`config.mk`:
```
export PLATFORM = sky130hd
export DESIGN_NAME = sorted_id_list_set_merge
export DESIGN_NICKNAME = d
export VERILOG_FILES = /design/src/slsm_pkg.sv /design/src/slsm_ram.sv /design/src/slsm_queue.sv /design/src/slsm_front.sv /design/src/slsm_back.sv /design/src/sorted_id_list_set_merge.sv
export SDC_FILE = /design/constraint.sdc
export NUM_CORES = 2
export LEC_CHECK = 0
export BUFFER_PORTS_ARGS = -buffer_cell sky130_fd_sc_hd__buf_4
export CAP_MARGIN = 20
export CELL_PAD_IN_SITES_DETAIL_PLACEMENT = 1
export CELL_PAD_IN_SITES_GLOBAL_PLACEMENT = 1
export CORE_MARGIN = 2
export CORE_UTILIZATION = 30
export DETAILED_ROUTE_END_ITERATION = 10
export GPL_ROUTABILITY_DRIVEN = 0
export HOLD_SLACK_MARGIN = 0.15
export PLACE_DENSITY_LB_ADDON = 0.1
export SLEW_MARGIN = 10
export SYNTH_ARGS = -nofsm -noshare
export SYNTH_HDL_FRONTEND = slang
export SYNTH_SLANG_ARGS = --single-unit
```
`constraint.sdc`:
```
create_clock -name clk -period 5.96 [get_ports clk]
set_input_delay 1.49 -clock clk [delete_from_list [all_inputs] [get_ports clk]]
set_output_delay 1.49 -clock clk [all_outputs]
set_load 0.05 [all_outputs]
```
`src/slsm_pkg.sv`:
```
// shared types, constants and width helpers for the sorted id list set merge
// no dependencies; imported by every module of the block except slsm_ram
package slsm_pkg;

  // fixed widths of the external fields
  localparam int DOC_ID_W    = 32;
  localparam int MODE_W      = 2;
  localparam int APB_DATA_W  = 32;
  localparam int APB_ADDR_W  = 3;

  // parameter defaults
  localparam int DEFAULT_LIST_DEPTH = 32;
  localparam int DEFAULT_ID_WIDTH   = 32;
  localparam int JOB_QUEUE_DEPTH    = 2;

  // register index of set_mode
  localparam logic REG_SET_MODE = 1'b0;

  // set operation codes; the spare code behaves as intersection
  typedef enum logic [MODE_W-1:0] {
    MODE_INTERSECT = 2'd0,
    MODE_UNION     = 2'd1,
    MODE_DIFF      = 2'd2
  } mode_t;

  // merge engine states
  typedef enum logic {
    BK_IDLE,
    BK_MERGE
  } back_state_t;

  // status of the job queue as seen by both sides
  typedef struct packed {
    logic empty;
    logic full;
  } queue_status_t;

  // width of a fill count that can hold the depth itself
  function automatic int cnt_w(input int depth);
    return $clog2(depth + 1);
  endfunction

  // width of a store address
  function automatic int adr_w(input int depth);
    return (depth > 1) ? $clog2(depth) : 1;
  endfunction

  // width of one merge job: two counts, overflow flag and mode
  function automatic int job_w(input int depth);
    return 2 * cnt_w(depth) + 1 + MODE_W;
  endfunction

  // number of id bits that survive from the input field
  function automatic int keep_w(input int id_width);
    return (id_width < DOC_ID_W) ? id_width : DOC_ID_W;
  endfunction

endpackage

```
`src/slsm_ram.sv`:
```
// generic single write port, single read port ram with registered read data
// no dependencies
module slsm_ram #(
  parameter int WIDTH = 32,
  parameter int DEPTH = 32,
  parameter int AW    = (DEPTH > 1) ? $clog2(DEPTH) : 1
) (
  input  logic             clk,
  input  logic             we,
  input  logic [AW-1:0]    waddr,
  input  logic [WIDTH-1:0] wdata,
  input  logic [AW-1:0]    raddr,
  output logic [WIDTH-1:0] rdata
);

  logic [WIDTH-1:0] mem [DEPTH];

  // write port
  always_ff @(posedge clk) begin
    if (we) begin
      mem[waddr] <= wdata;
    end
  end

  // registered read port
  always_ff @(posedge clk) begin
    rdata <= mem[raddr];
  end

endmodule

```
`src/slsm_queue.sv`:
```
// short fifo carrying merge jobs from the loader to the merge engine
// depends on slsm_pkg for the queue status struct and the default depth
module slsm_queue
  import slsm_pkg::*;
#(
  parameter int WIDTH = 16,
  parameter int DEPTH = JOB_QUEUE_DEPTH
) (
  input  logic             clk,
  input  logic             rst,
  input  logic             push,
  input  logic [WIDTH-1:0] push_data,
  input  logic             pop,
  output logic [WIDTH-1:0] pop_data,
  output queue_status_t    status
);

  localparam int PW = (DEPTH > 1) ? $clog2(DEPTH) : 1;
  localparam int FW = $clog2(DEPTH + 1);

  logic [WIDTH-1:0] slots [DEPTH];
  logic [PW-1:0]    wptr;
  logic [PW-1:0]    rptr;
  logic [FW-1:0]    fill;
  logic             do_push;
  logic             do_pop;

  assign status.empty = (fill == '0);
  assign status.full  = (fill == FW'(DEPTH));
  assign do_push      = push && !status.full;
  assign do_pop       = pop && !status.empty;
  assign pop_data     = slots[rptr];

  // storage
  always_ff @(posedge clk) begin
    if (do_push) begin
      slots[wptr] <= push_data;
    end
  end

  // pointers and fill level
  always_ff @(posedge clk) begin
    if (rst) begin
      wptr <= '0;
      rptr <= '0;
      fill <= '0;
    end else begin
      if (do_push) begin
        wptr <= (wptr == PW'(DEPTH - 1)) ? '0 : wptr + PW'(1);
      end
      if (do_pop) begin
        rptr <= (rptr == PW'(DEPTH - 1)) ? '0 : rptr + PW'(1);
      end
      if (do_push && !do_pop) begin
        fill <= fill + FW'(1);
      end else if (do_pop && !do_push) begin
        fill <= fill - FW'(1);
      end
    end
  end

endmodule

```
`src/slsm_front.sv`:
```
// loader: accepts list items, fills both stores and issues a merge job per run
// depends on slsm_pkg for widths and parameter defaults
module slsm_front
  import slsm_pkg::*;
#(
  parameter int LIST_DEPTH = DEFAULT_LIST_DEPTH,
  parameter int ID_WIDTH   = DEFAULT_ID_WIDTH
) (
  input  logic                             clk,
  input  logic                             rst,
  // item channel
  input  logic                             item_valid,
  output logic                             item_ready,
  input  logic                             list_sel,
  input  logic [DOC_ID_W-1:0]              doc_id,
  input  logic                             is_last,
  input  logic                             no_element,
  // stall while the stores are being merged
  input  logic                             hold,
  input  logic [MODE_W-1:0]                set_mode,
  // store write ports
  output logic                             wr_a,
  output logic                             wr_b,
  output logic [adr_w(LIST_DEPTH)-1:0]     wr_addr,
  output logic [ID_WIDTH-1:0]              wr_data,
  // job to the merge engine
  output logic                             job_push,
  output logic [job_w(LIST_DEPTH)-1:0]     job_data
);

  localparam int CW = cnt_w(LIST_DEPTH);
  localparam int AW = adr_w(LIST_DEPTH);
  localparam int KW = keep_w(ID_WIDTH);

  typedef struct packed {
    logic [CW-1:0]     count_a;
    logic [CW-1:0]     count_b;
    logic              ovf;
    logic [MODE_W-1:0] mode;
  } job_t;

  logic [CW-1:0] count_a, count_a_next, count_a_upd;
  logic [CW-1:0] count_b, count_b_next, count_b_upd;
  logic          closed_a, closed_a_next, closed_a_upd;
  logic          closed_b, closed_b_next, closed_b_upd;
  logic          overflow_seen, overflow_seen_next, ovf_upd;
  logic          accept;
  logic          take;
  logic          sel_closed;
  logic [CW-1:0] sel_count;
  logic          has_room;
  logic          store_it;
  logic          drop;
  logic          trigger;
  job_t          job;

  assign item_ready = !hold;
  assign accept     = item_valid && item_ready;

  // classify the item against the selected list
  always_comb begin
    sel_closed = list_sel ? closed_b : closed_a;
    sel_count  = list_sel ? count_b : count_a;
    has_room   = (sel_count < CW'(LIST_DEPTH));
    take       = accept && !sel_closed;
    store_it   = take && !no_element && has_room;
    drop       = take && !no_element && !has_room;
  end

  // updated run state after this item
  always_comb begin
    count_a_upd  = count_a + CW'(store_it && !list_sel);
    count_b_upd  = count_b + CW'(store_it && list_sel);
    closed_a_upd = closed_a || (take && !list_sel && is_last);
    closed_b_upd = closed_b || (take && list_sel && is_last);
    ovf_upd      = overflow_seen || drop;
    trigger      = closed_a_upd && closed_b_upd;
  end

  // a run ends once both lists are closed
  always_comb begin
    if (trigger) begin
      count_a_next       = '0;
      count_b_next       = '0;
      closed_a_next      = 1'b0;
      closed_b_next      = 1'b0;
      overflow_seen_next = 1'b0;
    end else begin
      count_a_next       = count_a_upd;
      count_b_next       = count_b_upd;
      closed_a_next      = closed_a_upd;
      closed_b_next      = closed_b_upd;
      overflow_seen_next = ovf_upd;
    end
  end

  // store writes and job
  always_comb begin
    wr_a         = store_it && !list_sel;
    wr_b         = store_it && list_sel;
    wr_addr      = sel_count[AW-1:0];
    wr_data      = ID_WIDTH'(doc_id[KW-1:0]);
    job.count_a  = count_a_upd;
    job.count_b  = count_b_upd;
    job.ovf      = ovf_upd;
    job.mode     = set_mode;
    job_push     = trigger;
    job_data     = job;
  end

  // run state
  always_ff @(posedge clk) begin
    if (rst) begin
      count_a       <= '0;
      count_b       <= '0;
      closed_a      <= 1'b0;
      closed_b      <= 1'b0;
      overflow_seen <= 1'b0;
    end else begin
      count_a       <= count_a_next;
      count_b       <= count_b_next;
      closed_a      <= closed_a_next;
      closed_b      <= closed_b_next;
      overflow_seen <= overflow_seen_next;
    end
  end

endmodule

```
`src/slsm_back.sv`:
```
// merge engine: two-pointer walk over both stores and the result output stage
// depends on slsm_pkg for widths, mode codes, states and the queue status
module slsm_back
  import slsm_pkg::*;
#(
  parameter int LIST_DEPTH = DEFAULT_LIST_DEPTH,
  parameter int ID_WIDTH   = DEFAULT_ID_WIDTH
) (
  input  logic                             clk,
  input  logic                             rst,
  // job queue
  input  queue_status_t                    q_status,
  input  logic [job_w(LIST_DEPTH)-1:0]     job_data,
  output logic                             job_pop,
  output logic                             busy,
  // store read ports, data registered in the cycle after the address
  output logic [adr_w(LIST_DEPTH)-1:0]     rd_addr_a,
  output logic [adr_w(LIST_DEPTH)-1:0]     rd_addr_b,
  input  logic [ID_WIDTH-1:0]              rd_data_a,
  input  logic [ID_WIDTH-1:0]              rd_data_b,
  // result channel
  output logic                             result_valid,
  input  logic                             result_ready,
  output logic [DOC_ID_W-1:0]              out_doc_id,
  output logic                             out_valid,
  output logic                             out_last,
  output logic                             overflow
);

  localparam int CW = cnt_w(LIST_DEPTH);
  localparam int AW = adr_w(LIST_DEPTH);
  localparam int KW = keep_w(ID_WIDTH);

  typedef struct packed {
    logic [CW-1:0]     count_a;
    logic [CW-1:0]     count_b;
    logic              ovf;
    logic [MODE_W-1:0] mode;
  } job_t;

  back_state_t       state, state_next;
  job_t              job;
  logic [CW-1:0]     ia, ia_next;
  logic [CW-1:0]     ib, ib_next;
  logic [CW-1:0]     ca, cb;
  logic [MODE_W-1:0] mode;
  logic              run_ovf;
  logic              held_valid;
  logic [ID_WIDTH-1:0] held_id;

  logic              have_a, have_b;
  logic              keep_a_only, keep_b_only, keep_both;
  logic              produce;
  logic [ID_WIDTH-1:0] prod_id;
  logic              adv_a, adv_b;
  logic              finish;
  logic              need_push;
  logic              space;
  logic              go;
  logic              load;

  assign job  = job_t'(job_data);
  assign busy = (state == BK_MERGE);

  // mode decode, the spare code keeps the intersection behaviour
  always_comb begin
    keep_a_only = (mode == MODE_UNION) || (mode == MODE_DIFF);
    keep_b_only = (mode == MODE_UNION);
    keep_both   = (mode != MODE_DIFF);
  end

  // one merge step on the two current heads
  always_comb begin
    have_a  = (ia < ca);
    have_b  = (ib < cb);
    produce = 1'b0;
    prod_id = rd_data_a;
    adv_a   = 1'b0;
    adv_b   = 1'b0;
    finish  = 1'b0;
    if (have_a && have_b) begin
      if (rd_data_a == rd_data_b) begin
        produce = keep_both;
        adv_a   = 1'b1;
        adv_b   = 1'b1;
      end else if (rd_data_a < rd_data_b) begin
        produce = keep_a_only;
        adv_a   = 1'b1;
      end else begin
        produce = keep_b_only;
        prod_id = rd_data_b;
        adv_b   = 1'b1;
      end
    end else if (have_a && keep_a_only) begin
      produce = 1'b1;
      adv_a   = 1'b1;
    end else if (have_b && keep_b_only) begin
      produce = 1'b1;
      prod_id = rd_data_b;
      adv_b   = 1'b1;
    end else begin
      finish  = 1'b1;
    end
  end

  // a held result goes out once a later one exists or the run ends
  always_comb begin
    need_push = (produce && held_valid) || finish;
    space     = !result_valid || result_ready;
    go        = (state == BK_MERGE) && (!need_push || space);
    load      = go && need_push;
  end

  // next state
  always_comb begin
    state_next = state;
    unique case (state)
      BK_IDLE: begin
        if (!q_status.empty) begin
          state_next = BK_MERGE;
        end
      end
      BK_MERGE: begin
        if (go && finish) begin
          state_next = BK_IDLE;
        end
      end
      default: begin
        state_next = BK_IDLE;
      end
    endcase
  end

  // pointers and queue pop; store addresses follow the next pointers
  always_comb begin
    job_pop = 1'b0;
    ia_next = ia;
    ib_next = ib;
    unique case (state)
      BK_IDLE: begin
        if (!q_status.empty) begin
          job_pop = 1'b1;
          ia_next = '0;
          ib_next = '0;
        end
      end
      BK_MERGE: begin
        if (go) begin
          ia_next = ia + CW'(adv_a);
          ib_next = ib + CW'(adv_b);
        end
      end
      default: begin
        job_pop = 1'b0;
      end
    endcase
    rd_addr_a = ia_next[AW-1:0];
    rd_addr_b = ib_next[AW-1:0];
  end

  // control registers
  always_ff @(posedge clk) begin
    if (rst) begin
      state        <= BK_IDLE;
      held_valid   <= 1'b0;
      result_valid <= 1'b0;
    end else begin
      state <= state_next;
      if (go) begin
        if (finish) begin
          held_valid <= 1'b0;
        end else if (produce) begin
          held_valid <= 1'b1;
        end
      end
      if (load) begin
        result_valid <= 1'b1;
      end else if (result_ready) begin
        result_valid <= 1'b0;
      end
    end
  end

  // job, pointer and result payload registers
  always_ff @(posedge clk) begin
    ia <= ia_next;
    ib <= ib_next;
    if (job_pop) begin
      ca      <= job.count_a;
      cb      <= job.count_b;
      mode    <= job.mode;
      run_ovf <= job.ovf;
    end
    if (go && produce) begin
      held_id <= prod_id;
    end
    if (load) begin
      out_valid <= held_valid;
      out_last  <= finish;
      overflow  <= run_ovf;
      out_doc_id <= held_valid ? DOC_ID_W'(held_id[KW-1:0]) : '0;
    end
  end

endmodule

```
`src/sorted_id_list_set_merge.sv`:
```
// top level of the sorted id list set merge: register port, stores and wiring
// depends on slsm_pkg, slsm_ram, slsm_queue, slsm_front and slsm_back
//
// Items of list A and list B are loaded one per cycle while item_ready is
// high into two stores of LIST_DEPTH ids; elements past the depth are dropped
// and reported through overflow. The item that closes the second list hands a
// job over a short queue to the merge engine, which pops it while idle and then
// makes one two-pointer step per cycle, stalling only when a step that pushes
// a result finds the output register still full; each step but the closing
// one consumes at least one element, with at most one result transfer per
// cycle; the store rams are read at the next pointer values so their
// registered read adds no step time. item_ready stays low from the cycle after
// the closing item until the engine has taken its closing step, since the next
// run writes the same stores. Results leave through an output register, so the
// engine keeps going while the last result waits; an empty result is one
// transfer with out_valid clear and out_last set. set_mode lives at byte
// address 0 of the register port; the user must write it only while the block
// is idle, and the block itself does not enforce this.
module sorted_id_list_set_merge
  import slsm_pkg::*;
#(
  parameter int LIST_DEPTH = DEFAULT_LIST_DEPTH,
  parameter int ID_WIDTH   = DEFAULT_ID_WIDTH
) (
  input  logic                  clk,
  input  logic                  rst,
  // register port
  input  logic                  psel,
  input  logic                  penable,
  input  logic                  pwrite,
  input  logic [APB_ADDR_W-1:0] paddr,
  input  logic [APB_DATA_W-1:0] pwdata,
  output logic [APB_DATA_W-1:0] prdata,
  output logic                  pready,
  // item channel
  input  logic                  item_valid,
  output logic                  item_ready,
  input  logic                  list_sel,
  input  logic [DOC_ID_W-1:0]   doc_id,
  input  logic                  is_last,
  input  logic                  no_element,
  // result channel
  output logic                  result_valid,
  input  logic                  result_ready,
  output logic [DOC_ID_W-1:0]   out_doc_id,
  output logic                  out_valid,
  output logic                  out_last,
  output logic                  overflow
);

  localparam int AW = adr_w(LIST_DEPTH);
  localparam int JW = job_w(LIST_DEPTH);

  logic [MODE_W-1:0] set_mode;
  logic              reg_wr;
  logic              hold;
  logic              busy;
  logic              wr_a, wr_b;
  logic [AW-1:0]     wr_addr;
  logic [ID_WIDTH-1:0] wr_data;
  logic [AW-1:0]     rd_addr_a, rd_addr_b;
  logic [ID_WIDTH-1:0] rd_data_a, rd_data_b;
  logic              job_push, job_pop;
  logic [JW-1:0]     job_in, job_out;
  queue_status_t     q_status;

  // register port, word index taken from the upper address bit
  assign pready = 1'b1;
  assign reg_wr = psel && penable && pwrite && pready && (paddr[2] == REG_SET_MODE);

  always_ff @(posedge clk) begin
    if (rst) begin
      set_mode <= MODE_INTERSECT;
    end else if (reg_wr) begin
      set_mode <= pwdata[MODE_W-1:0];
    end
  end

  always_comb begin
    prdata = '0;
    if (paddr[2] == REG_SET_MODE) begin
      prdata = APB_DATA_W'(set_mode);
    end
  end

  // loading waits while a job is queued or being merged
  assign hold = !q_status.empty || busy;

  slsm_front #(
    .LIST_DEPTH (LIST_DEPTH),
    .ID_WIDTH   (ID_WIDTH)
  ) u_front (
    .clk        (clk),
    .rst        (rst),
    .item_valid (item_valid),
    .item_ready (item_ready),
    .list_sel   (list_sel),
    .doc_id     (doc_id),
    .is_last    (is_last),
    .no_element (no_element),
    .hold       (hold),
    .set_mode   (set_mode),
    .wr_a       (wr_a),
    .wr_b       (wr_b),
    .wr_addr    (wr_addr),
    .wr_data    (wr_data),
    .job_push   (job_push),
    .job_data   (job_in)
  );

  // list stores
  slsm_ram #(
    .WIDTH (ID_WIDTH),
    .DEPTH (LIST_DEPTH),
    .AW    (AW)
  ) u_store_a (
    .clk   (clk),
    .we    (wr_a),
    .waddr (wr_addr),
    .wdata (wr_data),
    .raddr (rd_addr_a),
    .rdata (rd_data_a)
  );

  slsm_ram #(
    .WIDTH (ID_WIDTH),
    .DEPTH (LIST_DEPTH),
    .AW    (AW)
  ) u_store_b (
    .clk   (clk),
    .we    (wr_b),
    .waddr (wr_addr),
    .wdata (wr_data),
    .raddr (rd_addr_b),
    .rdata (rd_data_b)
  );

  // job queue between loader and merge engine
  slsm_queue #(
    .WIDTH (JW),
    .DEPTH (JOB_QUEUE_DEPTH)
  ) u_queue (
    .clk       (clk),
    .rst       (rst),
    .push      (job_push),
    .push_data (job_in),
    .pop       (job_pop),
    .pop_data  (job_out),
    .status    (q_status)
  );

  slsm_back #(
    .LIST_DEPTH (LIST_DEPTH),
    .ID_WIDTH   (ID_WIDTH)
  ) u_back (
    .clk          (clk),
    .rst          (rst),
    .q_status     (q_status),
    .job_data     (job_out),
    .job_pop      (job_pop),
    .busy         (busy),
    .rd_addr_a    (rd_addr_a),
    .rd_addr_b    (rd_addr_b),
    .rd_data_a    (rd_data_a),
    .rd_data_b    (rd_data_b),
    .result_valid (result_valid),
    .result_ready (result_ready),
    .out_doc_id   (out_doc_id),
    .out_valid    (out_valid),
    .out_last     (out_last),
    .overflow     (overflow)
  );

endmodule
```
==> summary.md <==
| Metric | Value |
|---|---|
| Vias in the first global route | 49.8k |
| Status | finished clean |
| Post-route ant nets | 0 |
| Ys flop type | edfxtp_1 |
| Final hold vios | 0 |
| Final setup violation count | 0 |
| CTS tree | built |
| Syn_area_per_cell | about 17 um^2 |
| Cell Pwr Density | approximately 460 nW/um^2 |
| CTS Sinks | 2260 |
| Largest net degree at the start of global routing | between 60 and 70 |
| Global-route wire length before repair | 377000 um |
| R2R Setup Slk | 0.47 ns |
| Netlist cell types | 76 |
| Synth-to-Final Area Change | 18.8% |
| Maxcap violations | 0 |
| Post-Syn Area | around 90000 um^2 |
| Tot Pwr | 49.1 mW |
| Leak Pwr | 41.1 nW |
| RSZ-0062 raised after global routing | false |
| Fin Setup TNS | 0 ns |
| Post-CTS setup buffer count | 0 |
| Area contributors post-synth | edfxtp_1 (73%), mux2i_1 (14%), dfxtp_1 (2.2%), o22ai_1 (1.3%), nand2_1 (1.3%) |
| Hold buffers post-CTS | 0 |
| DRC | 0 |
| Kind of end point of the critical path | register |
| Fmax | 182 MHz |
| Worst Hold Class | reg2reg |
| I/O Pins | 147 |
| H-Tree Depth | 5 |
| Drt wl/cell | 27.4 um |
| Setup CP Type | reg2reg |
| R2r worst-path depth | 20 |
| Routed wire length | around 270000 um |
| Slew @ Worst Pin | 1.12 ns |
| R2r endpoint | u_store_a.rdata[1]$_DFF_P_ |
| Synth top area share | between 70 and 80% |
| Period utilisation layout | ~90% |
| Inst Count DP | 9239 |
| Worst reg2reg path startpoint | u_store_b.rdata[9]$_DFF_P_ |
| Worst skew pair latency | 0.90 ns |
| Post-detailed-route via-to-cell ratio | about 4.8 |
| Drt initial violations | 2929 |
| Max_slew headroom | 25.3% |
| Die height | 550 um |
| Ys async rst share | 0% |
| Hold Path End | u_queue.slots[0][1]$_DFFE_PP_ |
| Critical path arrival | 6.27 ns |
| IO Port Bufs | 83 |
| CTS Buf Count | roughly 270 |
| Post-DP HPWL | approximately 160000 um |
| Die Wd | 550 um |
| VDD IR max | around 0.27 mV |
| Largest area contributor in the netlist | edfxtp_1 |
| WHS Path Cells | 0 |
| Share of cells above drive strength 1 | 16.3% |
| Hold Path Origin | set_mode[1]$_SDFFE_PP0P_ |
| DRT Pass-1 Iters | 5 |
| Initial Utilization | a little under a third |
| Seq/Total Area, Yosys | between 70% and 80% |
| Core area | between 200000 and 300000 um^2 |
| Cells after Synth | 5158 |
| Slew Limit Fails | 0 |
| Rows | 200 |
| All-layer global routing usage | 17.5% |
| Initial antenna violation count | 14 |
| CTS Buffer Depth | 4 |
| Max Fanout on Critical Path | 27 |
| PostCTS Resize Cnt | 0 |
| Critical Path RT | 6.74 ns |
| Clock transition at the registers of the reported paths | 0.06 ns |
| Finished Layout Cells | just under 10k |
| Critical path startpoint category | register |
| Setup ws final | between 0.4 and 0.5 ns |
| DIE AREA | a little over 300000 um^2 |
| Synth warn | 0 |
| Seq cells post-synth | between 2k and 2.5k |
| Vias post-DR | 47.0k |
| Setup Skew | 0.0447 ns |
| Root Driver | clkbuf_16 |
| DP Worst Slack | 0.446 ns |
| Gr ovfl total | 0 |
| Nets | between 5k and 6k |
| Minimum clock period | 5.49 ns |
| EDFF count, synth | 2162 |
## worst max-delay path: stages, from the launching register on
cell      delay [ns]
dfxtp_1         0.50
inv_1           0.08
ha_1            0.30
nand4_1         0.18
nor2_1          0.06
a221o_1         0.47
o31a_1          0.34
buf_4           0.16
nor2_1          0.17
nor2_1          0.08
a21boi_0        0.22
ha_1            0.23
ha_1            0.20
o311ai_2        0.14
mux2_4          0.38
nor2_4          0.82
buf_4           0.32
a32oi_1         0.11
a31oi_1         0.30
nor4_1          0.12
buf_4           0.15
## per-stage QoR
stage | hold slack [ns] | util, % | cell area [um^2]
after floorplan | 0.400 | - | 89500
after global routing | 0.515 | 35.8 | 106000
final | 0.498 | 35.8 | 106000
after CTS | 0.512 | 35.8 | 106000
after global placement | 0.477 | 32.9 | 97600
after detailed placement | 0.492 | 32.9 | 97600
## sequential cells by signal, indices dropped and copies added (netlist names), 30 cells and up
signal	flops
u_store_a.rdata	32
u_store_b.rdata	32
u_store_b.mem	1024
u_back.out_doc_id	32
u_store_a.mem	1024
u_queue.slots	30
u_back.held_id	32
## report_power, final
part | internal, mW | leakage, nW | total [mW] | switching, mW
Sequential | 18.0 | 20.3 | 18.6 | 0.594
Clock | 9.46 | 4.16 | 16.1 | 6.63
Combinational | 6.23 | 16.7 | 14.4 | 8.14
## Yosys cell counts (7+ instances only)
library cell,number
a21oi_1,59
a22oi_1,66
a31oi_1,37
a32oi_1,68
and2_1,38
and3_1,7
buf_1,8
buf_2,73
buf_4,81
buf_6,52
clkbuf_1,83
dfxtp_1,98
edfxtp_1,2162
ha_1,53
inv_1,62
mux2_2,49
mux2i_1,1245
nand2_1,317
nand3_1,87
nor2_1,100
nor2b_1,16
nor4_1,68
o21ai_0,13
o22ai_1,191
o32ai_1,8
xnor2_1,8
## cell families after synthesis
group / count (synthesis) / synth area share [%]
compound gates: 491 / 3.81
flops: 2260 / 74.8
mux: 1295 / 14.6
simple gates: 680 / 3.55
xor+xnor: 14 / 0.137
buf+inv: 363 / 2.40
fa+ha+maj: 53 / 0.741
other cells: 2 / 0.00840
## routing by layer
layer	global-route usage (%)	up-vias	part of all wire [%]	wire, um
met1	23.1	24800	45	119000
met3	2.09	392	3.2	8440
met4	5.16	2	2.8	7490
met5	0	-	0.0045	12
met2	29.9	688	49	132000
li1	-	21100	-	-
## how the worst max path moves through the flow
stage,from,end,slack [ns],cells past startpoint
final,u_store_b.rdata[9]$_DFF_P_,u_store_a.rdata[1]$_DFF_P_,0.47,20
after CTS,u_store_b.rdata[9]$_DFF_P_,u_store_b.rdata[10]$_DFF_P_,0.40,20
after global placement,u_store_a.rdata[5]$_DFF_P_,u_store_b.rdata[4]$_DFF_P_,-0.25,19
after floorplan,u_queue.fill[0]$_SDFFE_PP0P_,u_store_b.mem[9][0]$_DFFE_PP_,1.20,6
after global routing,u_store_b.rdata[15]$_DFF_P_,u_store_b.rdata[10]$_DFF_P_,0.20,22
after detailed placement,u_store_b.rdata[9]$_DFF_P_,u_store_b.rdata[10]$_DFF_P_,0.45,20
## layout by cell type (no fill, tap or decap), drive strengths merged, types with 4 or more instances in the layout
cell type	count
a32oi	68
a31oi	37
ha	53
a21boi	6
bufinv	12
mux2i	1245
o211ai	4
nand2b	6
dfxtp	98
inv	76
a21oi	61
nor3	9
nand3	87
a211oi	5
o31a	4
clkbuf	383
nor2b	16
and2	38
xor2	6
and3	7
nor4	71
o21ai	19
o32ai	8
edfxtp	2162
clkinv	73
nor2	103
diode	20
nor3b	4
nand4	7
nand2	317
o22ai	191
xnor2	8
mux2	50
conb	31
buf	410
clkinvlp	9
a22oi	66
o21a	5
## cell type report
class | count | area (um^2)
Antenna cell | 20 | 50.0
Clock buffer | 383 | 7610
Clock inverter | 104 | 965
Fill cell | 29700 | 191000
Inverter | 66 | 253
Multi-Input combinational cell | 2564 | 21200
Sequential cell | 2260 | 66900
Tap cell | 3939 | 4930
Timing Repair Buffer | 410 | 4410
Note: power is estimated with default switching activity, not from simulation.
